==> src/rtl/mvm_pkg.sv <==
// ----------------------------------------------------------------------------
// mvm_pkg
// Shared types and constants for the matrix-vector multiply block.
// ----------------------------------------------------------------------------
package mvm_pkg;

    localparam int DATA_W      = 32;
    localparam int ADDR_W      = 8;
    localparam int STORE_DEPTH = 256;
    localparam int SIZE_W      = 9;
    localparam int Q_DEPTH     = 4;
    localparam int Q_CNT_W     = 3;

    localparam logic [SIZE_W-1:0] SIZE_RESET = 9'd256;

    localparam logic KIND_LOAD   = 1'b0;
    localparam logic KIND_MATRIX = 1'b1;

    typedef struct packed {
        logic              is_load;
        logic [ADDR_W-1:0] addr;
        logic [DATA_W-1:0] value;
        logic              row_end;
        logic [ADDR_W-1:0] row_idx;
        logic              last_row;
    } op_t;

    typedef struct packed {
        logic [ADDR_W-1:0] row_index;
        logic [DATA_W-1:0] row_sum;
        logic              last_row;
    } res_t;

endpackage

==> src/rtl/mvm_front.sv <==
// ----------------------------------------------------------------------------
// mvm_front
// Accepts items, keeps the row and column counters and turns each item into
// a load or multiply-accumulate operation for the back end.
// ----------------------------------------------------------------------------
module mvm_front (
    input  logic                         clk,
    input  logic                         rst_n,
    input  logic                         cfg_write,
    input  logic [mvm_pkg::SIZE_W-1:0]   cfg_data,
    input  logic                         accept,
    input  logic                         kind,
    input  logic [mvm_pkg::ADDR_W-1:0]   column_index,
    input  logic [mvm_pkg::DATA_W-1:0]   value,
    output mvm_pkg::op_t                 op
);
    import mvm_pkg::*;

    logic [SIZE_W-1:0] size_reg;
    logic [ADDR_W-1:0] col_cnt_reg, col_cnt_next;
    logic [ADDR_W-1:0] row_cnt_reg, row_cnt_next;
    logic [ADDR_W-1:0] last_idx;
    logic              col_end;
    logic              row_last;

    always_comb
    begin
        if (size_reg == '0)
        begin
            last_idx = '0;
        end
        else if (size_reg[SIZE_W-1])
        begin
            last_idx = '1;
        end
        else
        begin
            last_idx = size_reg[ADDR_W-1:0] - 1'b1;
        end
    end

    assign col_end  = (col_cnt_reg >= last_idx);
    assign row_last = (row_cnt_reg >= last_idx);

    always_comb
    begin
        op.is_load  = (kind == KIND_LOAD);
        op.addr     = (kind == KIND_LOAD) ? column_index : col_cnt_reg;
        op.value    = value;
        op.row_end  = col_end;
        op.row_idx  = row_cnt_reg;
        op.last_row = row_last;

        col_cnt_next = col_cnt_reg;
        row_cnt_next = row_cnt_reg;
        if (accept)
        begin
            if (kind == KIND_LOAD)
            begin
                col_cnt_next = '0;
                row_cnt_next = '0;
            end
            else if (!col_end)
            begin
                col_cnt_next = col_cnt_reg + 1'b1;
            end
            else
            begin
                col_cnt_next = '0;
                row_cnt_next = row_last ? '0 : row_cnt_reg + 1'b1;
            end
        end
    end

    always_ff @(posedge clk or negedge rst_n)
    begin
        if (!rst_n)
        begin
            size_reg    <= SIZE_RESET;
            col_cnt_reg <= '0;
            row_cnt_reg <= '0;
        end
        else
        begin
            if (cfg_write)
            begin
                size_reg <= cfg_data;
            end
            col_cnt_reg <= col_cnt_next;
            row_cnt_reg <= row_cnt_next;
        end
    end

endmodule

==> config.mk <==
export PLATFORM = sky130hd
export DESIGN_NAME = mvm_front
export DESIGN_NICKNAME = d
export VERILOG_FILES = /design/src/rtl/mvm_pkg.sv /design/src/rtl/mvm_front.sv
export SDC_FILE = /design/constraint.sdc
export NUM_CORES = 1
export LEC_CHECK = 0
export BUFFER_PORTS_ARGS = -buffer_cell sky130_fd_sc_hd__buf_2
export CAP_MARGIN = 20
export CELL_PAD_IN_SITES_DETAIL_PLACEMENT = 1
export CELL_PAD_IN_SITES_GLOBAL_PLACEMENT = 1
export CORE_MARGIN = 4
export CORE_UTILIZATION = 32
export CTS_CLUSTER_DIAMETER = 50
export CTS_CLUSTER_SIZE = 16
export DETAILED_ROUTE_END_ITERATION = 10
export PLACE_DENSITY = 0.74
export SETUP_SLACK_MARGIN = 0.02
export SKIP_CTS_REPAIR_TIMING = 1
export SKIP_LAST_GASP = 1
export SYNTH_ARGS = -nofsm -noshare
export SYNTH_HDL_FRONTEND = slang
export SYNTH_SLANG_ARGS = --single-unit
==> constraint.sdc <==
create_clock -name clk -period 5.9 [get_ports clk]
set_clock_uncertainty 0.15 [all_clocks]
set_input_delay 1.18 -clock clk [delete_from_list [all_inputs] [get_ports clk]]
set_output_delay 1.18 -clock clk [all_outputs]
set_load 0.005 [all_outputs]
Yosys cells after proc, flatten, opt, wreduce, memory -nomap -nowiden
Index checks and enable logic that the tools add are counted.
W data, S select, Z words.
{"block": "totals", "out_inout_bits": 51, "reg_bits": 25, "wordCells": 20, "in_bits": 54}
{"block": "classes", "bitwise": 1, "n_lt_le_gt_ge": 2, "add_sub_neg": 3, "n_mux": 8, "n_reduce_logical": 2, "n_eq_ne": 1}
{"operator": "$mux W8", "count": 8}
{"operator": "$add A8 B1 Y8 const B", "count": 2}
{"operator": "$ge A8 B8 Y1", "count": 2}
{"operator": "$logic_not A9 Y1", "count": 1}
{"operator": "$sub A8 B1 Y8 const B", "count": 1}
{"operator": "$ne A2 B1 Y1 const B", "count": 1}
{"operator": "$reduce_and A2 Y1", "count": 1}
{"operator": "$not A1 Y1", "count": 1}

Longest topological paths before layout
{"block": "logic_depth", "depth_word": 7, "ltp_mapped": 12, "ltp_nobuf": 12}

Worst setup path after synthesis
OpenSTA, ideal clock, no wires.
{"block": "synth_timing", "path_kind": "register -> output", "from": "register size_reg[0]", "to": "output op[9] in the netlist's numbering", "path_stages_with_launch": 13, "path_slack_ns": 1.900, "t_arrival_ns": 2.670, "path_cell_list": "dfrtp_1 > inv_1 > ha_1 > nor2b_1 > nand2_1 > or4_1 > o21ai_0 > ha_1 > nor2b_4 > o211a_4 > o311ai_4 > nand2_1 > buf_4"}
{"block": "synth_via", "elab_chain_cells": 4, "word_cells_on_any_way": 5, "cone_classes": "add/sub (1); order compare (1); mux (2); reduce/logical (1)"}
{"element": "start, declared", "line_no": "mvm_front.sv:19", "text": "logic [SIZE_W-1:0] size_reg;"}
{"element": "start signal, assigned", "line_no": "mvm_front.sv:87", "text": "size_reg <= cfg_data;"}
{"element": "$sub A8 B1 Y8", "line_no": "mvm_front.sv:38", "text": "last_idx = size_reg[ADDR_W-1:0] - 1'b1;"}
{"element": "$mux W8", "line_no": "mvm_front.sv:32", "text": "else if (size_reg[SIZE_W-1])"}
{"element": "$mux W8 *", "line_no": "mvm_front.sv:28", "text": "if (size_reg == '0)"}
{"element": "$ge A8 B8 Y1 *", "line_no": "mvm_front.sv:42", "text": "assign col_end = (col_cnt_reg >= last_idx);"}
{"element": "end, declared", "line_no": "mvm_front.sv:15", "text": "output mvm_pkg::op_t op"}
Mark *: on every way between the ends. The rest lies on a longest branch, timed or not.

==> flow_summary.ini <==
[status]
run_status = finished clean

[routing]
detail_route.first_pass.iterations = 4
wl_met2_um = 2460
routed.top_layer = met4
wl_met3_um = 235
met1_length_um = 2590
vias_per_cell = 5.44
post-route-drc-count = 0
routed_wirelength_um = 5370
drtIter0Drc = 70
avgRoutedWirePerCell_um = 17.1
vias = 1714
antenna_left = 0

[die]
pin_count = 105
fp.dieW_um = 90.8
core-area_um2 = 6490
placement_rows = 29
area_of_the_die_um2 = 8240
die_span_y_um = 90.8
initial_utilization = 0.338

[yosys]
synth_net_count = 304
synth_sequential_area_ratio = 0.286
postSynthCellCount = 231
yosys.cell_types.count = 55
synth.area.top_cells = sky130_fd_sc_hd__dfrtp_1 27%, sky130_fd_sc_hd__buf_4 12%, sky130_fd_sc_hd__ha_1 11%
number_of_synthesized_flops_with_an_enable_pin = 0
synth-main-ff-cell = sky130_fd_sc_hd__dfrtp_1
yosysTopAreaCell = sky130_fd_sc_hd__dfrtp_1
compound_gate_portion_of_the_synthesized_area = 0.198
post_synthesis_simple_gate_area_fraction = 0.151
yosys_register_bits = 25
synth_area_per_cell_um2 = 9.50
synth_top_family_by_area = compound AO/OA/AOI/OAI gates
ffs_w_async_s_r_synth = 1.00
netlist_area_um2 = 2190
synth_top_cells_by_count = 34 x sky130_fd_sc_hd__buf_4, 24 x sky130_fd_sc_hd__dfrtp_1, 19 x sky130_fd_sc_hd__ha_1
synth-xor-area-share = 0.0240
post_synth_fa_ha_maj_area_fraction = 0.108
synth_top_cell_area_share = 0.274
post-synth-top-count-cell = sky130_fd_sc_hd__buf_4
warnings_synthesis = 0
synth.mux.area_fraction = 0.0856

[global_route]
wire_length_of_the_first_global_routing_pass_um = 9120
gr-usage-all-layers = 0.135
antenna_found_initial = 0
grt_start_max_net_pins = 26
grt_overflow = 0
grt_pass1_vias = 1817

[cells_and_area]
largest_register_ffs = 9
final.fill_count = 776
total_inserted_antenna_cells = 0
final_layout_size_suffix_gt1_frac = 0.286
nNetsFinal = 312
flow.area_growth_from_synthesis_pct = 3.42

[sta]
finalHoldViolations = 0
grt_setup_unrepaired = no
tns_ps = 0
whs_ps = 414
fin_crit_sh = 0.776
worst_slew_pin_slew_ps = 579
drv_slew = 0
relSlewSlack = 0.614
postLayoutSetupSlackWorst_ps = 1320
setup_viol = 0
final.min_clock_period_ps = 4580
max_fclk_ghz = 0.219

[power_and_ir_drop]
internal-power_mw = 0.301
pwr_density_cell_nw_per_um2 = 202
p_clk_frac = 0.231
power.share.combinational = 0.301
switching_component_of_the_power_mw = 0.157
switching_share = 0.343
power.leakage_nw = 1.08
vdd.ir_drop.worst_mv = 0.0924
power.sequential.fraction = 0.468

[clock_tree]
cts_made_buffers = 3
clkSinkCount = 25
clkSlewWorstSetupHoldPaths_ps = 90
clk_path_buf_depth = 2
cts-root-buf = sky130_fd_sc_hd__clkbuf_8
clkLatencyLatePin_ps = 270
cts_tree = done
ctsHtreeMaxLevel = 1

[min_path]
hold_path.class = reg -> reg
holdPathStages = 1

[place]
placement.setup.worst_slack_ps = 1630
dpl.hpwl_um = 4260
placement.io_buffers = 40
gpl.final_weighted_congestion = 0.830

[worst_setup_path]
timing.rr.start = size_reg[0]$_DFFE_PN0P_
critPathMaxFanout = 7
worst_setup_path_start_kind = register
timing.rr.end = row_cnt_reg[7]$_DFFE_PN0P_
worst_ep_arrival_time_ps = 3250
startpoint = size_reg[0]$_DFFE_PN0P_
reg2regPathDepth = 12
setup.worst_path.end = op[9]
crit_path_end_kind = output pin
r2r_setup_slack_ps = 2450
critPathKind = reg -> out
cp.required_ps = 4570

[run]
drv_cap = 0
## worst min path at each step
stage / start / to / slack, ps
floorplan: size_reg[5]$_DFFE_PN0P_ / size_reg[5]$_DFFE_PN0P_ / 350
global placement: size_reg[5]$_DFFE_PN0P_ / size_reg[5]$_DFFE_PN0P_ / 390
detailed placement: size_reg[5]$_DFFE_PN0P_ / size_reg[5]$_DFFE_PN0P_ / 400
CTS: size_reg[5]$_DFFE_PN0P_ / size_reg[5]$_DFFE_PN0P_ / 420
global route: size_reg[5]$_DFFE_PN0P_ / size_reg[5]$_DFFE_PN0P_ / 460
finish: row_cnt_reg[7]$_DFFE_PN0P_ / row_cnt_reg[7]$_DFFE_PN0P_ / 410
## layout make-up
| class | instances | area, µm² | share of cell area |
|---|---|---|---|
| Multi-Input combinational cell | 154 | 1240 | 0.548 |
| Inverter | 15 | 56.3 | 0.0248 |
| Sequential cell | 25 | 627 | 0.276 |
| Clock buffer | 4 | 45.0 | 0.0199 |
| Timing Repair Buffer | 40 | 200 | 0.0883 |
| Tap cell | 77 | 96.3 | 0.0425 |
## layout by cell type, fill, tap and decap left out, drive strengths merged, types with 3 or more instances in the layout
master	count
nand2b	3
xor2	5
nand2	17
clkbuf	4
mux2i	3
nand3	8
dfrtp	24
and3	3
nand4	6
o211ai	5
ha	19
inv	15
nor2	11
o21a	4
mux2	14
o21ai	9
a21oi	3
nor3	5
o221ai	4
nor2b	5
buf	40
## per-layer routing
layer / vias up / GRT usage
met5: - / 0
met4: 0 / 0.0440
met3: 12 / 0.0325
met2: 35 / 0.221
met1: 846 / 0.175
li1: 821 / -
## logic make-up (layout without fill, tap and decap cells)
| family | after synthesis | in the layout |
|---|---|---|
| flops | 25 | 25 |
| compound gates | 50 | 50 |
| simple gates | 62 | 62 |
| mux | 17 | 17 |
| xor+xnor | 6 | 6 |
| fa+ha+maj | 19 | 19 |
| buf+inv | 52 | 59 |
## through the flow
step | area (µm²) | power (mW) | utilization | std cells
3_3_place_gp | 2220 | 0.349 | 0.342 | 311
3_5_place_dp | 2220 | 0.357 | 0.342 | 311
4_1_cts | 2270 | 0.469 | 0.349 | 315
5_1_grt | 2270 | 0.494 | 0.349 | 315
2_1_floorplan | 2190 | 0.322 | - | 231
6_report | 2270 | 0.458 | 0.349 | 315
## worst max-delay path, stage by stage, from the launching register on
cell	delay, ps
sky130_fd_sc_hd__dfrtp_1	410
sky130_fd_sc_hd__inv_1	80
sky130_fd_sc_hd__ha_1	180
sky130_fd_sc_hd__nor2b_1	200
sky130_fd_sc_hd__nand2_1	110
sky130_fd_sc_hd__or4_1	500
sky130_fd_sc_hd__o21ai_0	170
sky130_fd_sc_hd__ha_1	310
sky130_fd_sc_hd__nor2b_4	140
sky130_fd_sc_hd__o211a_4	240
sky130_fd_sc_hd__o311ai_4	390
sky130_fd_sc_hd__nand2_1	100
sky130_fd_sc_hd__buf_2	140
## power by group through the flow
stage	clock, mW	sequential (mW)	combinational [mW]
after floorplan	0	0.209	0.113
after global placement	0	0.217	0.132
after detailed placement	0	0.218	0.140
after CTS	0.114	0.214	0.140
after global routing	0.122	0.218	0.154
final	0.106	0.214	0.138
Power figures use the tool's default switching activity.
