==> src/rtl/mvm_fifo.sv <==
// ----------------------------------------------------------------------------
// mvm_fifo
// Small first-in first-out queue of packed items with a fill count.
// ----------------------------------------------------------------------------
module mvm_fifo #(
    parameter int WIDTH = 8,
    parameter int DEPTH = 4
) (
    input  logic                       clk,
    input  logic                       rst_n,
    input  logic                       wr_en,
    input  logic [WIDTH-1:0]           wr_data,
    input  logic                       rd_en,
    output logic [WIDTH-1:0]           rd_data,
    output logic [$clog2(DEPTH+1)-1:0] count,
    output logic                       full,
    output logic                       empty
);
    localparam int PTR_W = $clog2(DEPTH);
    localparam int CNT_W = $clog2(DEPTH+1);

    logic [WIDTH-1:0] mem_reg [DEPTH];
    logic [PTR_W-1:0] wr_ptr_reg, wr_ptr_next;
    logic [PTR_W-1:0] rd_ptr_reg, rd_ptr_next;
    logic [CNT_W-1:0] count_reg, count_next;
    logic             do_wr, do_rd;

    assign full    = (count_reg == CNT_W'(DEPTH));
    assign empty   = (count_reg == '0);
    assign count   = count_reg;
    assign rd_data = mem_reg[rd_ptr_reg];
    assign do_wr   = wr_en && !full;
    assign do_rd   = rd_en && !empty;

    always_comb
    begin
        wr_ptr_next = do_wr ? wr_ptr_reg + 1'b1 : wr_ptr_reg;
        rd_ptr_next = do_rd ? rd_ptr_reg + 1'b1 : rd_ptr_reg;
        count_next  = count_reg;
        if (do_wr && !do_rd)
        begin
            count_next = count_reg + 1'b1;
        end
        else if (do_rd && !do_wr)
        begin
            count_next = count_reg - 1'b1;
        end
    end

    always_ff @(posedge clk or negedge rst_n)
    begin
        if (!rst_n)
        begin
            wr_ptr_reg <= '0;
            rd_ptr_reg <= '0;
            count_reg  <= '0;
        end
        else
        begin
            wr_ptr_reg <= wr_ptr_next;
            rd_ptr_reg <= rd_ptr_next;
            count_reg  <= count_next;
        end
    end

    always_ff @(posedge clk)
    begin
        if (do_wr)
        begin
            mem_reg[wr_ptr_reg] <= wr_data;
        end
    end

endmodule

==> config.mk <==
export PLATFORM = sky130hd
export DESIGN_NAME = mvm_fifo
export DESIGN_NICKNAME = d
export VERILOG_FILES = /design/src/rtl/mvm_fifo.sv
export SDC_FILE = /design/constraint.sdc
export NUM_CORES = 1
export LEC_CHECK = 0
export BUFFER_PORTS_ARGS = -buffer_cell sky130_fd_sc_hd__buf_4
export CORE_UTILIZATION = 57
export CTS_BUF_LIST = sky130_fd_sc_hd__clkbuf_8
export DETAILED_ROUTE_END_ITERATION = 10
export PLACE_DENSITY = 0.79
export SYNTH_ARGS = -nofsm -noshare
export SYNTH_HDL_FRONTEND = slang
export SYNTH_SLANG_ARGS = --single-unit
==> constraint.sdc <==
create_clock -name clk -period 2.02 [get_ports clk]
set_input_delay 0.101 -clock clk [delete_from_list [all_inputs] [get_ports clk]]
set_output_delay 0.101 -clock clk [all_outputs]
set_load 0.005 [all_outputs]
# [Yosys cells after proc, flatten, opt, wreduce, memory -nomap -nowiden]
# Memories as Yosys holds them, arrays and structs flattened.
# Index checks and enable logic that the tools add are counted.
[word_totals] in_bits=12 romBits=0 ram_bits=32 mem_count=1 reg_bits=7 latch_bits=0 out_inout_bits=13
[mem_list] name="mem_reg" words=4 word_bits=8 read_ports=1 rd_clocked_by_memory_dff=0 write_ports=1 line_no="22" rtl="logic [WIDTH-1:0] mem_reg [DEPTH];"
[classes] n_eq_ne=1 reduce_logical=10 div_mod_pow=0 mul=0 addsub=4 shift=0 mux=4 bitwise_logic=0 n_lt_le_gt_ge=0
[op_table] op="2-to-1 mux 3 bit" count=2
[op_table] op="adder 2 x 1 -> 2 bit, second input constant" count=2
[op_table] op="logical AND 1 bit" count=4
[op_table] op="zero test 1 bit" count=4
[op_table] op="adder 3 x 1 -> 3 bit, second input constant" count=1
[op_table] op="== test 3 bit, second input constant" count=1
[op_table] op="zero test 3 bit" count=1
[op_table] op="subtractor 3 x 1 -> 3 bit, second input constant" count=1
[op_table] op="2-to-1 mux 1 bit" count=2
[op_table] op="nonzero test 2 bit" count=1

# [Logic depth before layout (Yosys ltp)]
# Gate-level depths: netlist of the first run.
[logic_depth] depth_word=7 ltp_mapped=9 mapped_depth_nobuf=8

# [Least setup slack after synthesis of the first run]
# OpenSTA, ideal clock, no wires.
[synth_path] path_type="register to register" from="register count_reg[0], in the netlist count[0]" to="register count_reg[2], in the netlist count[2]" setup_time_ps=79 path_buffers=0 required_time_ps=1941 arrival_ps=1910 setup_slack_ps=31 stages_incl_launch_ff=9 cell_sequence="dfrtp_1 > nor3_1 > nand2b_1 > ha_1 > inv_1 > fa_1 > xor2_1 > nor2_1 > xor2_1"
[synth_between] elab_chain_cells=6
[synth_rtl] item="start, declared" line_no="25" rtl="logic [CNT_W-1:0] count_reg, count_next;"
[synth_rtl] item="start signal, assigned" line_no="62" rtl="count_reg <= count_next;"
[synth_rtl] item="zero test 3 bit (*)" line_no="29" rtl="assign empty = (count_reg == '0);"
[synth_rtl] item="net empty" line_no="17" rtl="output logic empty"
[synth_rtl] item="zero test 1 bit (*)" line_no="33" rtl="assign do_rd = rd_en && !empty;"
[synth_rtl] item="logical AND 1 bit (*)" line_no="33"
[synth_rtl] item="zero test 1 bit" line_no="40" rtl="if (do_wr && !do_rd)"
[synth_rtl] item="logical AND 1 bit" line_no="40"
[synth_rtl] item="2-to-1 mux 3 bit / nonzero test 2 bit (equally long branches)"
# Mark *: on every way through the listed nets, which the timed path passes. The rest lies on a longest branch. The select of a mux whose other input is x is not followed.
# A chain may end at the register's enable or synchronous reset.

# [Worst setup path in the final report of the first run]
[layout_path] from="register count_reg[1], in the netlist count[1]" to="register count_reg[1], in the netlist count[1]"
[layout_between] elab_chain_cells=6
[layout_rtl] item="parallel branches: the longest is 5 deep, another holds subtractor 3 x 1 -> 3 bit"
[layout_rtl] item="2-to-1 mux 3 bit (*)" line_no="40"
[layout_rtl] item="net count_next[1]" line_no="25"
# Mark *: on every way through the listed nets, which the timed path passes. The select of a mux whose other input is x is not followed.

==> results of run 1 <==
-- cell type report --
cell class | count | area, um2
multi-input combinational | 32 | 443
fill | 146 | 597
tap | 30 | 37.5
timing repair buffer | 31 | 235
clock buffer | 5 | 68.8
inverter | 3 | 11.3
clock inverter | 3 | 12.5
sequential | 39 | 1140
-- timing repair --
item	4_1_cts	5_1_grt
pin swaps	0	1
hold endpoints to repair	7	0
endpoints found under the setup margin	2	2
gates resized for setup	3	5
buffers inserted	0	2
hold buffers	1	0
-- placed cells by master, fill, tap and decap left out --
master,synthesis,final
xnor2_1,4,4
dfrtp_1,7,4
mux4_2,8,8
mux2_2,1,1
buf_4,0,30
and2_2,4,4
clkbuf_8,0,5
edfxtp_1,32,32
nor2b_2,1,1
ha_1,5,5
mux2_4,1,1
dfrtp_2,0,3
nor3_4,0,1
nand3b_1,1,1
nor3b_4,1,1
clkinv_2,0,1
xor2_1,2,2
nand2b_4,0,1
nor2_1,1,1
fa_2,0,1
inv_1,3,4
inv_2,0,1
dlygate4sd3_1,0,1
-- kinds of logic after synthesis --
| logic type | Yosys count |
|---|---|
| xor+xnor | 6 |
| fa+ha+maj | 6 |
| buf+inv | 6 |
| flops | 39 |
| mux | 10 |
| simple gates | 10 |
-- worst min-delay path by stage --
| stage | endpoint | cells past startpoint | slack [ns] | start |
|---|---|---|---|---|
| 3_5_place_dp | count[1] | 1 | -0.08 | rst_n |
| 4_1_cts | mem_reg[3][0] | 1 | 0.01 | wr_data[0] |
| 5_1_grt | mem_reg[2][1] | 1 | 0.01 | wr_data[1] |
| 2_1_floorplan | count[0] | 0 | -0.19 | rst_n |
| 6_report | mem_reg[1][0] | 1 | 0.02 | wr_data[0] |
| 3_3_place_gp | count[1] | 1 | -0.08 | rst_n |
-- per-layer routing --
layer | part of all wire (%) | track usage [%]
met5 | 0 | 0
met4 | 2.0 | 11.5
met3 | 4.8 | 5.83
met2 | 54 | 35.9
met1 | 39 | 23.8
-- power by group through the flow --
stage | registers, W | clock network (W) | logic [W]
global placement | 0.00124 | 0 | 0.000951
detailed placement | 0.00126 | 0 | 0.000984
CTS | 0.00126 | 0.000475 | 0.00100
global route | 0.00129 | 0.000510 | 0.00117
floorplan | 0.00119 | 0 | 0.000616
finish | 0.00127 | 0.000466 | 0.00105
-- stage by stage --
step	power [W]	setup slack [ns]	area, um2	util, %	setup TNS (ns)
2_1_floorplan	0.00181	0.0310	1590	-	0
3_5_place_dp	0.00225	-0.0333	1820	71.4	-0.0333
4_1_cts	0.00274	0.0138	1920	75.3	0
6_report	0.00279	0.0840	1950	76.5	0
3_3_place_gp	0.00219	0.0886	1820	71.4	0
5_1_grt	0.00297	-0.0175	1950	76.5	-0.0189
==> flow_metrics.env, run 1 <==
export IMPL_worst_path_stages=6
export IMPL_r2r_end="count[1]"
export IMPL_synth_simple_gate_area_share_pct=5.04
export IMPL_p_sw_share_pct=29.5
export IMPL_fmax_ghz=0.517
export IMPL_fin_crit_sh_pct=95.8
export IMPL_async_flop_share_pct=17.9
export IMPL_start_util_pct=62.4
export IMPL_p_seq_share_pct=45.5
export IMPL_synth_top_flop_cell="edfxtp_1"
export IMPL_syn_area_um2=1590
export IMPL_path_delay_family="adder cells"
export IMPL_synth_distinct_cells=20
export IMPL_synth_top_family_by_area="multiplexers"
export IMPL_crit_fanout=5
export IMPL_setup_viol=0
export IMPL_antenna_found_initial=0
export IMPL_power_density_nw_per_um2=1430
export IMPL_status="finished clean"
export IMPL_post_drt_wl_per_cell_um=18.2
export IMPL_clk_insertion_delay_late_ns=0.27
export IMPL_synthMuxAreaShare_pct=13.0
export IMPL_critPathLaunchType="flop"
export IMPL_cp_arrival_ns=2.10
export IMPL_maxSlewViolCount=0
export IMPL_core_um2=2540
export IMPL_drv_cap=0
export IMPL_min_period_ns=1.94
export IMPL_finalClockSkew_ns=0.00249
export IMPL_synth_xor_area_share_pct=3.31
export IMPL_cts_root_buf="clkbuf_8"
export IMPL_hold_ws_ns=0.0194
export IMPL_synth_top_cell_area_share_pct=60.5
export IMPL_crit_slowest_cell="dfrtp_2"
export IMPL_cts_tree="built"
export IMPL_synth_fa_ha_area_share_pct=5.20
export IMPL_worstMarginPinSlew_ns=0.415
export IMPL_post_dp_hpwl_mm=1.76
export IMPL_drive_above_1_share_pct=52.2
export IMPL_synth_compound_area_share_pct=0
export IMPL_antenna_cells=0
export IMPL_critPathMaxStageDelay_ns=0.47
export IMPL_r2r_start="count[1]"
export IMPL_stdcell_count=143
export IMPL_combPwrFrac_pct=37.8
export IMPL_synth_edf_count=32
export IMPL_r2r_slack_ns=0.08
export IMPL_grt_max_degree=12
export IMPL_leakage_nw=0.749
export IMPL_dieHeight_um=54.8
export IMPL_htree_num_levels=2
export IMPL_synthesis_nets=95
export IMPL_synth_common_cells="32 x edfxtp_1, 8 x mux4_2, 7 x dfrtp_1"
export IMPL_io_buffers=24
export IMPL_synth_seq_area_share_pct=71.5
export IMPL_path_buf_inv=1
export IMPL_ant_nets=0
export IMPL_rows=18
export IMPL_yosys_warnings=0
export IMPL_syn_inst=77
export IMPL_synth_seq_cells=39
export IMPL_power_frac_clock_pct=16.7
export IMPL_yosysTopAreaCell="edfxtp_1"
export IMPL_via_per_inst=5.62
export IMPL_synth_area_leaders="edfxtp_1 60%, mux4_2 11%, dfrtp_1 11%"
export IMPL_largest_register_ffs=32
export IMPL_syn2layout_area_growth_pct=22.6
export IMPL_cts_clk_slew_worst_paths_ns=0.07
export IMPL_drc_errors=0
export IMPL_vdd_drop_max_mv=1.00
export IMPL_hp_class="primary input to flop"
export IMPL_num_nets_final=130
export IMPL_grt_overflow=0
export IMPL_dpl_cell_count=132
export IMPL_critical_path_class="flop to flop"
export IMPL_clock_path_buffers=2
export IMPL_crit_path_end_kind="flop"
export IMPL_numCtsBuffers=5
export IMPL_synth_most_common_cell="edfxtp_1"
export IMPL_num_vias=803
export IMPL_clkSinkCount=39
export IMPL_startpoint="count[1]"
export IMPL_required_ns=2.18
export IMPL_endpoint="count[1]"
export IMPL_path_cells="nor3b_4, nor2b_2, ha_1, inv_2, fa_2, mux2_2"
export IMPL_io_pins=25
export IMPL_wl_mm=2.61
export IMPL_die_w_um=54.8
export IMPL_grt_use_total_pct=21.1
export IMPL_slew_headroom_pct=72.3
export IMPL_p_int_w=0.00197
export IMPL_grt_pass1_wl_mm=3.90
export IMPL_avgSynthCellArea_um2=20.6
export IMPL_grt_pass1_vias=864
export IMPL_worst_r2r_path_depth=6
export IMPL_drt_iter0_drc=24
export IMPL_p_switching_w=0.000825
export IMPL_die_area_um2=3000
export IMPL_hold_violations=0
export IMPL_first_pass_iters=4
export IMPL_gp_congestion=0.733
(Power assumes the default switching activity.)
==> run 2, diff against run 1 <==
--- a/config.mk
+++ b/config.mk
@@ -9,7 +9,9 @@
 export CORE_UTILIZATION = 57
 export CTS_BUF_LIST = sky130_fd_sc_hd__clkbuf_8
 export DETAILED_ROUTE_END_ITERATION = 10
+export HOLD_SLACK_MARGIN = 0.1
 export PLACE_DENSITY = 0.79
+export SETUP_SLACK_MARGIN = 0.3
 export SYNTH_ARGS = -nofsm -noshare
 export SYNTH_HDL_FRONTEND = slang
 export SYNTH_SLANG_ARGS = --single-unit
==> flow_metrics.env, run 2 (synthesized netlist as in run 1, its figures left out) <==
export IMPL_finalClockSkew_ns=0.00530
export IMPL_vdd_drop_max_mv=1.28
export IMPL_clk_insertion_delay_late_ns=0.29
export IMPL_hp_class="primary input to flop"
export IMPL_grt_pass1_vias=874
export IMPL_critical_path_class="flop to flop"
export IMPL_setup_viol=0
export IMPL_die_w_um=54.8
export IMPL_core_um2=2540
export IMPL_worstMarginPinSlew_ns=0.407
export IMPL_cp_common_cell="xor2_1"
export IMPL_num_nets_final=145
export IMPL_critPathMaxStageDelay_ns=0.46
export IMPL_p_int_w=0.00207
export IMPL_clock_path_buffers=2
export IMPL_most_common_layout_cells="37 x buf_4, 32 x edfxtp_1, 9 x dlygate4sd3_1"
export IMPL_grt_pass1_wl_mm=4.11
export IMPL_cp_arrival_ns=2.07
export IMPL_drt_iter0_drc=27
export IMPL_io_buffers=24
export IMPL_leakage_nw=0.825
export IMPL_combPwrFrac_pct=40.6
export IMPL_grt_overflow=0
export IMPL_maxSlewViolCount=0
export IMPL_critPathLaunchType="flop"
export IMPL_p_sw_share_pct=29.6
export IMPL_rows=18
export IMPL_wl_mm=2.80
export IMPL_htree_num_levels=2
export IMPL_hold_violations=0
export IMPL_p_switching_w=0.000870
export IMPL_power_density_nw_per_um2=1390
export IMPL_slew_headroom_pct=72.8
export IMPL_die_area_um2=3000
export IMPL_fin_crit_sh_pct=92.0
export IMPL_layout_commonest_cell="buf_4"
export IMPL_cts_root_buf="clkbuf_8"
export IMPL_required_ns=2.23
export IMPL_drive_above_1_share_pct=53.1
export IMPL_clkSinkCount=39
export IMPL_min_period_ns=1.86
export IMPL_grt_max_degree=13
export IMPL_crit_path_end_kind="flop"
export IMPL_path_cells="nor3_4, nand2b_4, ha_4, inv_2, fa_2, xor2_1, nor2_1, xor2_1"
export IMPL_numCtsBuffers=5
export IMPL_power_frac_clock_pct=16.8
export IMPL_largest_register_ffs=32
export IMPL_p_seq_share_pct=42.6
export IMPL_io_pins=25
export IMPL_fin_tns_setup_ns=0
export IMPL_num_vias=853
export IMPL_syn2layout_area_growth_pct=32.8
export IMPL_worst_r2r_path_depth=8
export IMPL_start_util_pct=62.4
export IMPL_cts_clk_slew_worst_paths_ns=0.07
export IMPL_antenna_found_initial=0
export IMPL_rsz0062_at_grt="true"
export IMPL_holdPathStages=3
export IMPL_dieHeight_um=54.8
export IMPL_final_core_util_pct=82.9
export IMPL_drc_errors=0
export IMPL_crit_slowest_cell="dfrtp_2"
export IMPL_gp_congestion=0.666
export IMPL_ant_nets=0
export IMPL_fmax_ghz=0.538
export IMPL_post_drt_wl_per_cell_um=17.7
export IMPL_drv_cap=0
export IMPL_cts_tree="built"
export IMPL_via_per_inst=5.40
export IMPL_status="finished clean"
export IMPL_crit_fanout=4
export IMPL_first_pass_iters=4
export IMPL_grt_use_total_pct=22.6
export IMPL_antenna_cells=0
==> run 2: cell count changes in the layout (fill, tap and decap cells not counted), sizes merged <==
cell | previous run | this run
dlygate4sd3 | 1 | 9
buf | 30 | 37
clkinvlp | 0 | 1
inv | 5 | 4
==> run 2: cell type report <==
class | instances | area, um2
Clock buffer | 5 | 68.8
Clock inverter | 3 | 16.3
Fill cell | 118 | 434
Inverter | 3 | 11.3
Multi-Input combinational cell | 32 | 469
Sequential cell | 39 | 1140
Tap cell | 30 | 37.5
Timing Repair Buffer | 46 | 368
==> run 2: repair_timing <==
| item | CTS | global route |
|---|---|---|
| setup endpoints to repair | 2 | 24 |
| hold endpoints to repair | 39 | 0 |
| hold buffers | 9 | 0 |
| buffers inserted | 8 | 2 |
| resized for setup | 2 | 6 |
| pin swaps | 5 | 1 |
==> run 2: worst paths after layout <==
path / from / to / slack [ns]
setup / recovery: count[1] / count[2] / 0.16
hold / removal: rd_en / rd_ptr_reg[1] / 0.13
setup reg to reg: count[1] / count[2] / 0.16
hold reg to reg: wr_ptr_reg[1] / wr_ptr_reg[1] / 0.59
max in group asynchronous: rst_n / count[0] / 1.72
min in group asynchronous: rst_n / rd_ptr_reg[0] / 0.15
==> run 2: metal layers <==
| layer | part of all wire, % | vias up | wire, um | GRT usage, % |
|---|---|---|---|---|
| li1 | - | 390 | - | - |
| met1 | 39 | 430 | 1080 | 24.4 |
| met2 | 54 | 27 | 1520 | 38.6 |
| met3 | 4.7 | 6 | 132 | 8.33 |
| met4 | 2.2 | 0 | 63 | 11.5 |
| met5 | 0 | - | 0 | 0 |
==> run 2: worst max-delay path, delay by kind of cell, from the launching register on <==
family | cells | cell delay (ns)
xor+xnor | 2 | 0.32
flops | 1 | 0.46
buf+inv | 1 | 0.03
fa+ha+maj | 2 | 0.46
simple gates | 3 | 0.50
==> run 2: power groups by stage <==
stage	clock [W]	sequential, W	combinational, W
2_1_floorplan	0	0.00121	0.000646
3_3_place_gp	0	0.00126	0.000978
3_5_place_dp	0	0.00128	0.000991
4_1_cts	0.000502	0.00125	0.00113
5_1_grt	0.000537	0.00127	0.00131
6_report	0.000494	0.00125	0.00119
==> run 2: stage by stage <==
stage	area, um2	std cells	hold slack (ns)	setup WS, ns	total power [W]
global route	2110	158	0.154	0.0760	0.00312
global placement	1840	131	-0.0809	0.156	0.00224
finish	2110	158	0.128	0.162	0.00294
detailed placement	1840	131	-0.0804	0.0631	0.00227
CTS	2080	156	0.118	0.206	0.00288
floorplan	1620	77	-0.195	0.179	0.00186
